==> config.mk <==
export PLATFORM = sky130hd
export DESIGN_NAME = http_request_head_parser_unit
export DESIGN_NICKNAME = d
export VERILOG_FILES = /design/src/hrp_pkg.sv /design/src/hrp_core.sv /design/src/http_request_head_parser_unit.sv
export VERILOG_INCLUDE_DIRS = /design/src /design/src/src
export SDC_FILE = /design/constraint.sdc
export NUM_CORES = 1
export LEC_CHECK = 0
export BUFFER_PORTS_ARGS = -buffer_cell sky130_fd_sc_hd__buf_2
export CAP_MARGIN = 20
export CORE_MARGIN = 2
export CORE_UTILIZATION = 41
export CTS_CLUSTER_DIAMETER = 50
export DETAILED_ROUTE_END_ITERATION = 8
export SKIP_CTS_REPAIR_TIMING = 1
export SLEW_MARGIN = 20
export SYNTH_ARGS = -nofsm -noshare
export SYNTH_HDL_FRONTEND = slang
export SYNTH_SLANG_ARGS = --single-unit
==> constraint.sdc <==
create_clock -name clk -period 8.2 [get_ports clk]
set_clock_uncertainty 0.2 [all_clocks]
set_input_delay 0 -clock clk [delete_from_list [all_inputs] [get_ports clk]]
set_output_delay 0 -clock clk [all_outputs]
set_load 0.05 [all_outputs]
==> src/http_request_head_parser_unit_macros.svh <==
// Assertion macros for the HTTP request head parser.
// Included by modules that carry concurrent checks; needs clk and rst_n in scope.
`ifndef HTTP_REQUEST_HEAD_PARSER_UNIT_MACROS_SVH
`define HTTP_REQUEST_HEAD_PARSER_UNIT_MACROS_SVH

// same-cycle implication
`define HRP_ASSERT_NOW(label, ante, cons, msg) \
  label: assert property (@(posedge clk) disable iff (!rst_n) (ante) |-> (cons)) else $error(msg);

// next-cycle implication
`define HRP_ASSERT_NEXT(label, ante, cons, msg) \
  label: assert property (@(posedge clk) disable iff (!rst_n) (ante) |=> (cons)) else $error(msg);

`endif

==> src/hrp_pkg.sv <==
// Types and constants shared by the HTTP request head parser.
// No dependencies.
`timescale 1ns / 1ps
package hrp_pkg;

  localparam int unsigned LINE_SAT = 8192;
  localparam int unsigned METHOD_MAX = 16;
  localparam int unsigned PATH_MAX = 1024;

  localparam logic [7:0] CH_SP = 8'h20;
  localparam logic [7:0] CH_TAB = 8'h09;
  localparam logic [7:0] CH_CR = 8'h0d;
  localparam logic [7:0] CH_LF = 8'h0a;
  localparam logic [7:0] CH_COLON = 8'h3a;
  localparam logic [7:0] CH_SLASH = 8'h2f;
  localparam logic [7:0] CH_PRINT_LO = 8'h21;
  localparam logic [7:0] CH_PRINT_HI = 8'h7e;

  localparam logic [1:0] CFG_MAX_REQ_LINE = 2'd0;
  localparam logic [1:0] CFG_MAX_HDR_LINE = 2'd1;
  localparam logic [1:0] CFG_MAX_BODY_LEN = 2'd2;

  typedef enum logic [3:0] {
    ST_OK        = 4'd0,
    ST_NO_CRLF   = 4'd1,
    ST_LINE_LONG = 4'd2,
    ST_NO_SP1    = 4'd3,
    ST_NO_SP2    = 4'd4,
    ST_METHOD    = 4'd5,
    ST_PATH      = 4'd6,
    ST_VERSION   = 4'd7,
    ST_UNTERM    = 4'd8,
    ST_HDR_LONG  = 4'd9,
    ST_NO_COLON  = 4'd10,
    ST_LEN_EMPTY = 4'd11,
    ST_NOT_NUM   = 4'd12,
    ST_OVER_CAP  = 4'd13,
    ST_TRUNC     = 4'd14
  } status_t;

  typedef enum logic [2:0] {
    PH_METHOD  = 3'd0,
    PH_PATH    = 3'd1,
    PH_VERSION = 3'd2,
    PH_NAME    = 3'd3,
    PH_SKIP    = 3'd4,
    PH_VALUE   = 3'd5
  } phase_t;

  typedef enum logic [1:0] {
    VE_NONE    = 2'd0,
    VE_NONNUM  = 2'd1,
    VE_OVERCAP = 2'd2
  } val_err_t;

  typedef struct packed {
    phase_t      phase;
    logic        pending_cr;
    logic        done;
    logic [13:0] line_count;
    logic [4:0]  method_count;
    logic [10:0] path_count;
    logic        flag_method;
    logic        flag_path;
    logic        flag_version;
    logic [3:0]  version_index;
    logic [3:0]  name_index;
    logic        name_mismatch;
    val_err_t    value_error;
    logic [16:0] value_accum;
    logic [16:0] body_length;
  } hrp_state_t;

  typedef struct packed {
    logic        emit;
    status_t     status;
    logic [4:0]  method_len;
    logic [10:0] path_len;
    logic [16:0] content_length;
  } hrp_result_t;

  localparam hrp_state_t STATE_RESET = '{
    phase: PH_METHOD, pending_cr: 1'b0, done: 1'b0, line_count: '0,
    method_count: '0, path_count: '0, flag_method: 1'b0, flag_path: 1'b0,
    flag_version: 1'b0, version_index: '0, name_index: '0,
    name_mismatch: 1'b0, value_error: VE_NONE, value_accum: '0, body_length: '0
  };

  function automatic logic [7:0] cl_char(input logic [3:0] idx);
    logic [7:0] c;
    case (idx)
      4'd0: c = "c";  4'd1: c = "o";  4'd2: c = "n";  4'd3: c = "t";
      4'd4: c = "e";  4'd5: c = "n";  4'd6: c = "t";  4'd7: c = "-";
      4'd8: c = "l";  4'd9: c = "e";  4'd10: c = "n"; 4'd11: c = "g";
      4'd12: c = "t"; 4'd13: c = "h";
      default: c = 8'h00;
    endcase
    return c;
  endfunction

  function automatic logic [7:0] ver_char(input logic [3:0] idx);
    logic [7:0] c;
    case (idx)
      4'd0: c = "H"; 4'd1: c = "T"; 4'd2: c = "T"; 4'd3: c = "P";
      4'd4: c = "/"; 4'd5: c = "1"; 4'd6: c = ".";
      default: c = 8'h00;
    endcase
    return c;
  endfunction

endpackage

==> src/hrp_core.sv <==
// Parse state and per-byte update of the request head parser.
// Depends on hrp_pkg.
`timescale 1ns / 1ps
module hrp_core import hrp_pkg::*; (
  input  logic        clk,
  input  logic        rst_n,
  input  logic        step_en,
  input  logic [7:0]  head_byte,
  input  logic        end_of_buffer,
  input  logic [10:0] max_request_line,
  input  logic [12:0] max_header_line,
  input  logic [16:0] max_body_len,
  output hrp_result_t res
);

  hrp_state_t st_r, st_nxt;

  function automatic hrp_state_t value_byte(input hrp_state_t s, input logic [7:0] b,
                                            input logic [16:0] cap);
    logic [20:0] acc;
    hrp_state_t  t;
    t = s;
    acc = 21'(s.value_accum) * 21'd10 + 21'(b - "0");
    if (!s.name_mismatch && s.value_error == VE_NONE) begin
      if (b < "0" || b > "9") begin
        t.value_error = VE_NONNUM;
      end else begin
        t.value_accum = acc[16:0];
        if (acc > 21'(cap)) t.value_error = VE_OVERCAP;
      end
    end
    return t;
  endfunction

  function automatic hrp_state_t line_byte(input hrp_state_t s, input logic [7:0] b,
                                           input logic [16:0] cap);
    logic [7:0] lc;
    hrp_state_t t;
    t = s;
    lc = (b >= "A" && b <= "Z") ? b + 8'h20 : b;
    if (s.line_count < 14'(LINE_SAT)) t.line_count = s.line_count + 14'd1;
    case (s.phase)
      PH_METHOD: begin
        if (b == CH_SP) begin
          t.phase = PH_PATH;
        end else begin
          if (s.method_count < 5'(METHOD_MAX + 1)) t.method_count = s.method_count + 5'd1;
          if (!((b >= "A" && b <= "Z") || (b >= "a" && b <= "z"))) t.flag_method = 1'b1;
        end
      end
      PH_PATH: begin
        if (b == CH_SP) begin
          t.phase = PH_VERSION;
        end else begin
          if (s.path_count == '0 && b != CH_SLASH) t.flag_path = 1'b1;
          if (b < CH_PRINT_LO || b > CH_PRINT_HI) t.flag_path = 1'b1;
          if (s.path_count < 11'(PATH_MAX + 1)) t.path_count = s.path_count + 11'd1;
        end
      end
      PH_VERSION: begin
        if (s.version_index < 4'd7) begin
          if (b != ver_char(s.version_index)) t.flag_version = 1'b1;
        end else if (s.version_index == 4'd7) begin
          if (b != "0" && b != "1") t.flag_version = 1'b1;
        end else begin
          t.flag_version = 1'b1;
        end
        if (s.version_index < 4'd9) t.version_index = s.version_index + 4'd1;
      end
      PH_NAME: begin
        if (b == CH_COLON) begin
          if (s.name_index != 4'd14) t.name_mismatch = 1'b1;
          t.phase = PH_SKIP;
        end else begin
          if (s.name_index >= 4'd14 || lc != cl_char(s.name_index)) t.name_mismatch = 1'b1;
          if (s.name_index < 4'd15) t.name_index = s.name_index + 4'd1;
        end
      end
      PH_SKIP: begin
        if (b != CH_SP && b != CH_TAB) begin
          t = value_byte(s, b, cap);
          t.line_count = (s.line_count < 14'(LINE_SAT)) ? s.line_count + 14'd1 : s.line_count;
          t.phase = PH_VALUE;
        end
      end
      default: begin
        t = value_byte(s, b, cap);
        t.line_count = (s.line_count < 14'(LINE_SAT)) ? s.line_count + 14'd1 : s.line_count;
      end
    endcase
    return t;
  endfunction

  function automatic hrp_state_t clear_header(input hrp_state_t s);
    hrp_state_t t;
    t = s;
    t.phase = PH_NAME;
    t.line_count = '0;
    t.name_index = '0;
    t.name_mismatch = 1'b0;
    t.value_error = VE_NONE;
    t.value_accum = '0;
    return t;
  endfunction

  hrp_state_t s;
  logic       emit;
  status_t    code;
  logic       in_req;

  always_comb begin
    s = st_r;
    emit = 1'b0;
    code = ST_OK;
    in_req = 1'b0;
    res = '0;
    if (!st_r.done) begin
      if (st_r.pending_cr && head_byte == CH_LF) begin
        s.pending_cr = 1'b0;
        if (s.phase <= PH_VERSION) begin
          emit = 1'b1;
          if (s.line_count > 14'(max_request_line)) code = ST_LINE_LONG;
          else if (s.phase == PH_METHOD) code = ST_NO_SP1;
          else if (s.phase == PH_PATH) code = ST_NO_SP2;
          else if (s.method_count == '0 || s.method_count > 5'(METHOD_MAX) || s.flag_method)
            code = ST_METHOD;
          else if (s.path_count == '0 || s.path_count > 11'(PATH_MAX) || s.flag_path)
            code = ST_PATH;
          else if (s.version_index != 4'd8 || s.flag_version) code = ST_VERSION;
          else begin
            emit = 1'b0;
            s = clear_header(s);
          end
        end else begin
          emit = 1'b1;
          if (s.line_count == '0) code = ST_OK;
          else if (s.line_count > 14'(max_header_line)) code = ST_HDR_LONG;
          else if (s.phase == PH_NAME) code = ST_NO_COLON;
          else if (!s.name_mismatch && s.phase == PH_SKIP) code = ST_LEN_EMPTY;
          else if (!s.name_mismatch && s.value_error == VE_NONNUM) code = ST_NOT_NUM;
          else if (!s.name_mismatch && s.value_error == VE_OVERCAP) code = ST_OVER_CAP;
          else begin
            emit = 1'b0;
            if (!s.name_mismatch) s.body_length = s.value_accum;
            s = clear_header(s);
          end
        end
      end else begin
        if (st_r.pending_cr) begin
          s.pending_cr = 1'b0;
          s = line_byte(s, CH_CR, max_body_len);
        end
        if (head_byte == CH_CR) s.pending_cr = 1'b1;
        else s = line_byte(s, head_byte, max_body_len);
      end
      if (!emit && end_of_buffer) begin
        emit = 1'b1;
        if (s.phase <= PH_VERSION) code = ST_NO_CRLF;
        else if (s.line_count != '0 || s.pending_cr) code = ST_UNTERM;
        else code = ST_TRUNC;
      end
      if (emit) begin
        in_req = s.phase >= PH_NAME;
        res.emit = 1'b1;
        res.status = code;
        res.method_len = in_req ? s.method_count : '0;
        res.path_len = in_req ? s.path_count : '0;
        res.content_length = s.body_length;
        s.done = 1'b1;
      end
    end
    if (end_of_buffer) s = STATE_RESET;
    st_nxt = s;
  end

  always_ff @(posedge clk) begin
    if (!rst_n) begin
      st_r <= STATE_RESET;
    end else if (step_en) begin
      st_r <= st_nxt;
    end
  end

endmodule

==> src/http_request_head_parser_unit.sv <==
// A byte is taken into an input register and parsed from there while the output is not
// stalled; its result, if any, is captured in the output register on that parse step.
// Throughput: one byte per cycle while no result is stalled at the output; hrp_core updates its state once per byte.
// Reset: synchronous active-low rst_n clears parse state, handshakes and the limit
// registers (1056, 4096, 65536). Depends on hrp_pkg, hrp_core and http_request_head_parser_unit_macros.svh.
`timescale 1ns / 1ps
`include "http_request_head_parser_unit_macros.svh"
module http_request_head_parser_unit import hrp_pkg::*; (
  input  logic        clk,
  input  logic        rst_n,
  input  logic        in_valid,
  output logic        in_ready,
  input  logic [7:0]  in_head_byte,
  input  logic        in_end_of_buffer,
  output logic        out_valid,
  input  logic        out_ready,
  output logic [3:0]  out_status,
  output logic [4:0]  out_method_len,
  output logic [10:0] out_path_len,
  output logic [16:0] out_content_length,
  input  logic        cfg_valid,
  output logic        cfg_ready,
  input  logic [1:0]  cfg_index,
  input  logic [16:0] cfg_data
);

  logic        inq_valid_r, inq_valid_nxt;
  logic [7:0]  inq_byte_r;
  logic        inq_eob_r;
  logic        proceed;
  logic        out_valid_r, out_valid_nxt;
  hrp_result_t res;
  hrp_result_t out_r;
  logic [10:0] max_req_r;
  logic [12:0] max_hdr_r;
  logic [16:0] max_body_r;

  assign cfg_ready = 1'b1;
  assign proceed = inq_valid_r && (!out_valid_r || out_ready);
  assign in_ready = !inq_valid_r || proceed;
  assign inq_valid_nxt = (in_valid && in_ready) || (inq_valid_r && !proceed);
  assign out_valid_nxt = (out_valid_r && !out_ready) || (proceed && res.emit);

  hrp_core u_core (
    .clk              (clk),
    .rst_n            (rst_n),
    .step_en          (proceed),
    .head_byte        (inq_byte_r),
    .end_of_buffer    (inq_eob_r),
    .max_request_line (max_req_r),
    .max_header_line  (max_hdr_r),
    .max_body_len     (max_body_r),
    .res              (res)
  );

  always_ff @(posedge clk) begin
    if (!rst_n) begin
      inq_valid_r <= 1'b0;
      out_valid_r <= 1'b0;
      max_req_r   <= 11'd1056;
      max_hdr_r   <= 13'd4096;
      max_body_r  <= 17'd65536;
    end else begin
      inq_valid_r <= inq_valid_nxt;
      out_valid_r <= out_valid_nxt;
      if (cfg_valid && cfg_ready) begin
        unique case (cfg_index)
          CFG_MAX_REQ_LINE: max_req_r <= cfg_data[10:0];
          CFG_MAX_HDR_LINE: max_hdr_r <= cfg_data[12:0];
          CFG_MAX_BODY_LEN: max_body_r <= cfg_data;
          default: ;
        endcase
      end
    end
  end

  always_ff @(posedge clk) begin
    if (in_valid && in_ready) begin
      inq_byte_r <= in_head_byte;
      inq_eob_r  <= in_end_of_buffer;
    end
    if (proceed && res.emit) out_r <= res;
  end

  assign out_valid = out_valid_r;
  assign out_status = out_r.status;
  assign out_method_len = out_r.method_len;
  assign out_path_len = out_r.path_len;
  assign out_content_length = out_r.content_length;

  `HRP_ASSERT_NOW(a_ok_has_lengths, out_valid_r && out_r.status == ST_OK,
    out_r.method_len != '0 && out_r.path_len != '0, "ok result without method/path length")
  `HRP_ASSERT_NOW(a_reqline_err_no_len, out_valid_r && out_r.status >= ST_NO_CRLF &&
    out_r.status <= ST_VERSION, out_r.method_len == '0 && out_r.path_len == '0,
    "request line error reports lengths")
  `HRP_ASSERT_NEXT(a_out_drains, out_valid_r && out_ready && !(proceed && res.emit),
    !out_valid_r, "result not dropped after being taken")
  `HRP_ASSERT_NOW(a_no_step_when_stalled, out_valid_r && !out_ready, !proceed,
    "parser advanced while result stalled")

endmodule

======== After elaboration in Yosys (flattened, before gate mapping) ========
Memory sizes are Yosys's and may differ from the RTL's. A register that Yosys moved wholly into a read port is not among the register bits.
Index checks and enable logic that the tools add are counted.
Widths: inputs -> output; s select.
word-level totals
  bits in read-only memories .............. 224
  input bits .............................. 33
  register bits after elaboration ......... 172
  memories ................................ 2
memory list
  memory           words  bits a word  read ports  clocked after Yosys merged registers in  wr ports  line           source
  (no name shown)  16     7            1           1                                        0         hrp_pkg.sv:91  case (idx)
  (no name shown)  16     7            1           0                                        0         hrp_pkg.sv:91
cells by class
  add/sub/neg operators ................... 13
  multiplexer cells ....................... 141
  order comparisons ....................... 30
  reductions and logical operators ........ 63
  multipliers ............................. 1
  equal/unequal tests ..................... 54
  bitwise gates (word level) .............. 2
operators by type and width
  cell                   count
  $mux 83                21
  $mux 8                 20
  $mux 4                 22
  $pmux 7 s6             2
  $mux 79                1
  $mux 38                2
  $pmux 36 s2            1
  $mux 19                3
  $ne 4x4->1 const B     14
  $mux 11                5
  $mux 1                 36
  $mux 36                1
  $mux 5                 7
  $mux 17                2
  $ne 8x6->1 const B     4
  $pmux 5 s2             3
  $add 14x1->14 const B  2
  $eq 4x3->1 const B     7
  $lt 14x14->1 const B   2
  $mux 14                2
  $add 11x1->11 const B  2
  $logic_not 11->1       2
  $lt 11x11->1 const B   2
  $pmux 11 s2            1
  other kinds (56)       140

======== Longest topological paths before layout ========
Gate-level depths: netlist of run 1.
  word-level depth ........................ 39
  gate-level depth with buffers ........... 24
  gate-level depth less buffers ........... 24

======== Hierarchy ========
A second synthesis of run 1 with hierarchy kept.
unflattened totals
  cell total of the unflattened synthesis .. 1662
  area total of the unflattened synthesis .. 13849.5 µm²
modules (own cells, without submodules)
  module                         area each (µm²)  times used  cells an instance
  hrp_core                       10819.1          1           1449
  http_request_head_parser_unit  3030.4           1           213

======== Worst setup path before layout of run 1 ========
OpenSTA, ideal clock, no wires.
  kind .................................... register to register
  from .................................... register u_core.st_r[64] (netlist name)
  to ...................................... register out_r (netlist bit out_content_length[0]), enable pin
  stages on the path, launching flop included .. 11
  slack ................................... 2.293 ns
  clock period less this slack ............ 5.907 ns
  arrival time ............................ 5.218 ns
  cell sequence ........................... dfxtp_1 -> clkbuf_1 -> inv_1 -> ha_1 -> nand2b_1 -> a21oi_1 -> a2111oi_0 -> o311ai_0 -> a21o_1 -> o211ai_1 -> a211oi_1
between the ends
  cells in the longest elaborated chain, start to end .. 13
  elaborated cells between the ends (all ways) .. 16
  those cells by class .................... order compare (2); mux (10); reduce/logical (4)
ends and longest elaborated chain
  item                    line                                 source
  from (decl)             hrp_core.sv:16                       hrp_state_t st_r, st_nxt;
  from (signal assigned)  hrp_core.sv:180                      st_r <= st_nxt;
  $gt 14x13->1            hrp_core.sv:137                      else if (s.line_count > 14'(max_header_line)) code = ST_HDR_LONG;
  $mux 1                  hrp_core.sv:137
  $mux 1                  hrp_core.sv:136                      if (s.line_count == '0) code = ST_OK;
  $mux 1 *                hrp_core.sv:120                      if (s.phase <= PH_VERSION) begin
  $mux 1 *                hrp_core.sv:118                      if (st_r.pending_cr && head_byte == CH_LF) begin
  $mux 1 *                hrp_core.sv:117                      if (!st_r.done) begin
  $logic_not 1->1         hrp_core.sv:156                      if (!emit && end_of_buffer) begin
  $logic_and 1x1->1       hrp_core.sv:156
  $mux 1 *                hrp_core.sv:156
  $mux 1 *                hrp_core.sv:117
  $mux 38 *               hrp_core.sv:162                      if (emit) begin
  $mux 38 *               hrp_core.sv:117
  $logic_and 1x1->1 *     http_request_head_parser_unit.sv:82  if (proceed && res.emit) out_r <= res;
  to (signal assigned)    http_request_head_parser_unit.sv:82
  to (decl)               http_request_head_parser_unit.sv:33  hrp_result_t out_r;
Every way passes the cells marked *; elsewhere a longest branch is shown, timed or not. The select of a mux whose other input is x is not followed.
A chain may end at the register's enable or synchronous reset.

======== Worst setup path in the final report of run 1 ========
  from .................................... register u_core.st_r[18] (netlist name)
  to ...................................... register u_core.st_r[35] (netlist name)
between the ends
  cells in the longest elaborated chain, start to end .. 18
ends and longest elaborated chain
  item                     line             source
  $mux 19                  hrp_core.sv:24   if (!s.name_mismatch && s.value_error == VE_NONE) begin
  $mux 36                  -
  $mux 83 *                hrp_core.sv:149  if (st_r.pending_cr) begin
  $mux 83 *                hrp_core.sv:118
  $mux 83 *                hrp_core.sv:117
  $mul 17x3->20 *          hrp_core.sv:23   acc = 21'(s.value_accum) * 21'd10 + 21'(b - "0");
  $add 21x21->21 *         hrp_core.sv:23
  $gt 21x17->1 *           hrp_core.sv:29   if (acc > 21'(cap)) t.value_error = VE_OVERCAP;
  $mux 2 *                 hrp_core.sv:29
  $mux 2 *                 hrp_core.sv:25   if (b < "0" || b > "9") begin
  $mux 19 *                hrp_core.sv:24
  $mux 83                  hrp_core.sv:80   if (b != CH_SP && b != CH_TAB) begin
  $pmux 36 s2 *            hrp_core.sv:42   case (s.phase)
  $mux 79 *                hrp_core.sv:153  if (head_byte == CH_CR) s.pending_cr = 1'b1;
  $mux 83 *                hrp_core.sv:118
  $mux 83 * (2 in series)  hrp_core.sv:117
  $mux 83 *                hrp_core.sv:172  if (end_of_buffer) s = STATE_RESET;
Marks and branches as above.

==> run metrics, run 1 <==
status=complete, no violations; CP max-delay cell=dfxtp_1; Post-Synthesis Mean Instance Area=8.07 um2; Gate Count Post-Synth=1700; Area after DPL=14400 um2; TritonRoute pass-1 iters=5; DPL Wire Length=27500 um; gp weighted congestion=0.933; synthesis-to-layout area growth=12.1%; unrepaired setup endpoints after global routing=no; Final Max Tran Viols=0; CP Data Required Time=8.31 ns; final setup TNS=0 ns; Yosys reg bits=179; Total GRT Usage=21.6%; Fill cells=3197; total CTS buffers=17; worst reg2reg startpoint=u_core.st_r[18]; Worst setup EP type=register; Via density=5.70; P_leak=5.98 nW; Total Power=1.96 mW; Final Setup Violations=0; sequential element share of the synthesized area=29.5%; Initial Utilization=41.9%; warnings from Yosys=0; Distinct cells, synth=87; power per cell area=128 nW/um2; hold crit path type=in -> reg; setup slack after layout=2.60 ns; die height=187 um; Worst path max stage delay=0.48 ns; dpl ws=2.63 ns; Post-synth EDFFs=46; post-route ant nets=0; max cap viols=0; Hold WS=0.0753 ns; FF-to-FF path depth=24; CP Launch Type=register; Die Width=187 um; headroom to the max-slew limit=27.2%; root buf cell=clkbuf_16; total congestion overflow=0; clk_lat worst skew=0.45 ns; core area=32700 um2; syn nets=1864; Max Fclk=179 MHz; CTS tree=built; Row Count=66; R2R Setup Slk=2.60 ns; clock-pin slew on the worst setup and hold paths=0.08 ns; Worst Path Max Fanout=6; path type of the worst setup path=reg -> reg; Iter 0 DRT Violations=1114; Critical path destination=u_core.st_r[35]; most used cell, CP=ha_1; Final min period=5.60 ns; share of layout cells above drive strength 1=8.86%; worst setup path start=u_core.st_r[18]; final net count=1912; Final period util=68.3%; CP cell instances=ha_1, ha_1, inv_1, fa_1, inv_1, a21oi_1, o21ai_0, a21o_1, a21o_1, a311oi_1, nor2b_1, o21ai_0, nor2b_1, xnor2_1, ha_1, and4_1, a221oi_1, xnor2_1, ha_1, nand4_1, nor2_1, nand3_1, a2111oi_0, a31oi_1; drt wl/cell=17.4 um; Slew @ Worst Pin=1.08 ns; asr flop ratio synth=0%; # clock sinks=179; Worst IR Drop VDD=0.000133 V; Total Wirelength=38300 um; number of global-route vias before repair=11636; I/O Pins=73; Residual DRC=0; initial antenna violation count=0; pin count of the biggest net entering global routing=103; Hold Fails Final Rpt=0; I/O Buffers=71; top_reg_cell synth=dfxtp_1; htree depth=4; Mapped Area=13700 um2; via count=12551; endpoint of the lowest-slack register-to-register path=u_core.st_r[35]; clock buffer depth=2; first-pass GRT wire length=61600 um; Finished Cell Area=15400 um2; diodes inserted=0; crit path DAT=5.72 ns; die area=34900 um2
-- worst max-delay path: cells and delay by family, from the launching register on --
family | cells | cell delay, ns
DFF | 1 | 0.48
adders and majority gates | 5 | 1.30
AOI/OAI and AO/OA | 9 | 2.26
xor gates and xnor gates | 2 | 0.29
and+or+nand+nor | 6 | 0.81
buffers and inverters | 2 | 0.12
-- cell usage in the layout (no fill, tap or decap), types with 14 or more instances in the layout --
cell / instances
clkbuf_16: 17
nor2_1: 95
o21ai_0: 70
nand2b_1: 14
nand3_1: 54
buf_4: 17
a31oi_1: 22
ha_1: 129
xor2_1: 31
nor4_1: 16
a21o_1: 28
edfxtp_1: 46
a21boi_0: 44
nand4_1: 27
and3_1: 15
a22oi_1: 50
a211oi_1: 16
inv_1: 90
buf_2: 70
nor2b_1: 68
or3_1: 15
nor3_1: 53
dfxtp_1: 133
and2_1: 23
dlygate4sd3_1: 42
nand2_1: 209
o211ai_1: 20
xnor2_1: 56
a21oi_1: 92
-- report_power, final --
part	switching (mW)	internal [mW]
sequential	0.0153	0.917
combinational	0.116	0.0740
clock	0.427	0.412
total	0.559	1.40
-- final cells by class --
class / instances / area, um2 / area share, %
Tap cell: 442 / 553 / 3.60
Timing Repair Buffer: 129 / 898 / 5.85
Inverter: 91 / 342 / 2.22
Clock buffer: 17 / 425 / 2.77
Sequential cell: 179 / 4040 / 26.3
Clock inverter: 15 / 158 / 1.03
Multi-Input combinational cell: 1330 / 8950 / 58.2
-- sequential cells by signal, indices dropped and copies added (netlist names), 4 cells and up, named ones only --
name	cells
out_method_len	5
max_body_r	17
u_core.st_r	83
inq_byte_r	8
out_content_length	17
out_status	4
out_path_len	11
max_req_r	11
max_hdr_r	13
-- layer usage --
layer / up-vias / global-route usage (%) / part of all wire [%]
met3: 53 / 3.47 / 5.1
met1: 5910 / 29.8 / 47
met5: - / 0 / 0
met4: 0 / 5.56 / 1.9
li1: 6254 / - / -
met2: 334 / 35.0 / 46
-- metrics by stage --
| stage | util, % | instances |
|---|---|---|
| CTS | 45.7 | 2161 |
| global placement | 43.9 | 2129 |
| floorplan | - | 1700 |
| detailed placement | 43.9 | 2129 |
| global route | 47.0 | 2203 |
| finish | 47.0 | 2203 |
-- kinds of logic (layout without fill, tap and decap cells) --
| family | Yosys count | in the layout | share of synthesized area [%] |
|---|---|---|---|
| AND/OR/NAND/NOR | 655 | 655 | 24.4 |
| flip-flops | 179 | 179 | 29.5 |
| AO/OA/AOI/OAI | 438 | 438 | 21.7 |
| other | 1 | 1 | 0.0274 |
| adder cells (fa/ha/maj) | 131 | 131 | 12.1 |
| XOR/XNOR | 87 | 87 | 5.56 |
| buffers and inverters | 191 | 252 | 5.39 |
| multiplexers | 18 | 18 | 1.39 |
-- worst min path at each step --
stage | endpoint | startpoint | depth (start not counted) | slack, ns
finish | inq_byte_r[0] | in_head_byte[0] | 2 | 0.08
global route | inq_byte_r[0] | in_head_byte[0] | 2 | 0.08
CTS | inq_byte_r[0] | in_head_byte[0] | 1 | -0.49
detailed placement | inq_byte_r[0] | in_head_byte[0] | 1 | -0.02
global placement | inq_byte_r[5] | in_head_byte[5] | 1 | -0.02
floorplan | inq_byte_r[0] | in_head_byte[0] | 0 | -0.10
-- Yosys cell counts (28+ instances only) --
| master | n | share of area (%) |
|---|---|---|
| a21boi_0 | 44 | 2.4 |
| edfxtp_1 | 46 | 10 |
| xor2_1 | 31 | 2.0 |
| clkbuf_1 | 84 | 2.3 |
| inv_1 | 90 | 2.5 |
| xnor2_1 | 56 | 3.6 |
| nor2_1 | 96 | 2.6 |
| a22oi_1 | 50 | 2.7 |
| nand3_1 | 54 | 2.0 |
| nor2b_1 | 68 | 3.1 |
| nor3_1 | 54 | 2.0 |
| a21o_1 | 28 | 1.5 |
| dfxtp_1 | 133 | 19 |
| o21ai_0 | 70 | 2.6 |
| nand2_1 | 209 | 5.7 |
| ha_1 | 129 | 12 |
| a21oi_1 | 92 | 3.4 |
(Power assumes the default switching activity.)
==> inputs of run 2 (changes only) <==
clock period = 4.7 ns   (was 8.2 ns; I/O delays follow)
==> run 2 against run 1 <==
  * The run now ends with negative setup slack left
  * Fmax up 15%
  * Utilization is 2.4 points higher
  * Routed wire length is 2.8% higher
  * Highest routed layer unchanged
  * Cell count increased by 4.0%
==> run metrics, run 2 (synthesized netlist as in run 1, its figures left out) <==
DPL Wire Length=29200 um (+6.0%); crit path DAT=4.99 ns (-0.73 ns); Total Power=3.40 mW (+74%); synthesis-to-layout area growth=17.9%; Final period util=104% (+35 points); Worst Path Max Fanout=4 (-2); Largest register FFs=83 (unchanged); endpoint of the lowest-slack register-to-register path=u_core.st_r[35]; Total Wirelength=39400 um (+2.8%); CTS tree=built; status=complete, but fails checks; clock buffer depth=2 (unchanged); total CTS buffers=17 (unchanged); die height=187 um (unchanged); I/O Buffers=71 (unchanged); Max Fclk=206 MHz (+15%); total congestion overflow=0 (unchanged); die area=34900 um2 (unchanged); I/O Pins=73 (unchanged); TritonRoute pass-1 iters=5 (unchanged); Worst path max stage delay=0.37 ns (-0.11 ns); worst reg2reg startpoint=u_core.st_r[19]; clk_lat worst skew=0.45 ns (about the same); clock-pin slew on the worst setup and hold paths=0.07 ns (about the same); R2R Setup Slk=-0.17 ns (-2.77 ns); Finished Cell Area=16200 um2 (+5.2%); power per cell area=211 nW/um2 (+65%); Total GRT Usage=22.2% (+0.64 points); pin count of the biggest net entering global routing=86 (-17%); Final Max Tran Viols=0 (unchanged); Final Setup Violations=1 (+1); core area=32700 um2 (unchanged); diodes inserted=0 (unchanged); htree depth=4 (unchanged); Iter 0 DRT Violations=981 (-12%); Residual DRC=0 (unchanged); Hold Fails Final Rpt=0 (unchanged); Die Width=187 um (unchanged); # clock sinks=179 (unchanged); Initial Utilization=41.9% (unchanged); Fill cells=3197 (unchanged); final setup TNS=-0.166 ns (-0.166 ns); Slew @ Worst Pin=0.904 ns (-0.176 ns); gp weighted congestion=0.906 (-2.9%); most used cell, CP=a21o_1; max cap viols=0 (unchanged); post-route ant nets=0 (unchanged); via count=12787 (+1.9%); Worst setup EP type=register; Row Count=66 (unchanged); most common cell after layout, fill and taps aside=nand2_1; share of layout cells above drive strength 1=14.6% (+5.7 points); Critical path destination=u_core.st_r[35]; first-pass GRT wire length=62900 um (+2.2%); CP max-delay cell=a2111oi_2; most frequent cells in the layout=nand2_1, dfxtp_1, ha_1; post-layout util=49.4% (+2.4 points); headroom to the max-slew limit=39.5% (+12 points); CP Launch Type=register; Top reg by flops=u_core.st_r; number of global-route vias before repair=11823 (+1.6%); hold crit path type=in -> reg; initial antenna violation count=0 (unchanged); path type of the worst setup path=reg -> reg; FF-to-FF path depth=25 (+4.2%); failing checks=negative setup slack; Via density=5.58 (-2.0%); CP Data Required Time=4.83 ns (-3.48 ns); unrepaired setup endpoints after global routing=yes; Final min period=4.87 ns (-0.735 ns); setup slack after layout=-0.166 ns (-2.77 ns); root buf cell=clkbuf_16; drt wl/cell=17.2 um (-1.1%); P_leak=6.42 nW (+7.4%); Worst IR Drop VDD=0.000262 V (+97%); final net count=2000 (+4.6%); worst setup path start=u_core.st_r[19]; Area after DPL=15000 um2 (+4.7%)
run 2: cell type report:
class / instances / area, um2 / area share (%)
Tap cell: 442 / 553 / 3.42
Multi-Input combinational cell: 1330 / 9080 / 56.2
Clock inverter: 14 / 145 / 0.898
Timing Repair Buffer: 217 / 1570 / 9.68
Inverter: 91 / 342 / 2.11
Sequential cell: 179 / 4050 / 25.1
Clock buffer: 18 / 429 / 2.66
run 2: how the worst min path moves through the flow:
stage	from	endpoint	slack, ns	cells after the start
floorplan	in_head_byte[0]	inq_byte_r[0]	-0.10	0
global route	in_head_byte[5]	inq_byte_r[5]	0.04	2
detailed placement	in_head_byte[5]	inq_byte_r[5]	-0.02	1
CTS	in_head_byte[4]	inq_byte_r[4]	-0.50	1
global placement	in_head_byte[4]	inq_byte_r[4]	-0.02	1
finish	in_head_byte[5]	inq_byte_r[5]	0.07	2
run 2: worst max-delay path: cells and delay by family (launching register included):
kind,cells,cell delay [ns]
buffers and inverters,3,0.21
AND/OR/NAND/NOR,5,0.58
adder cells (fa/ha/maj),5,1.16
AO/OA/AOI/OAI,10,2.05
XOR/XNOR,2,0.21
flip-flops,1,0.33
run 2: stage by stage:
stage | hold slack [ns] | setup slack [ns] | std cells
after detailed placement | -0.0209 | -0.246 | 2215
after global routing | 0.0394 | -0.402 | 2291
after floorplan | -0.101 | 0.000649 | 1700
after CTS | -0.498 | -0.270 | 2247
after global placement | -0.0195 | -0.131 | 2215
final | 0.0652 | -0.166 | 2291
run 2: per-layer routing:
layer / share of wire (%) / track usage (%) / routed length, um / vias to the layer above
met1: 48 / 31.5 / 19000 / 6015
li1: - / - / - / 6407
met2: 45 / 35.3 / 17900 / 324
met3: 4.7 / 3.25 / 1840 / 41
met5: 0 / 0 / 0 / -
met4: 1.6 / 5.74 / 635 / 0
run 2: report_power, final:
part | switching [mW] | internal [mW]
sequential | 0.0206 | 1.60
combinational | 0.217 | 0.145
clock | 0.675 | 0.746
total | 0.913 | 2.49
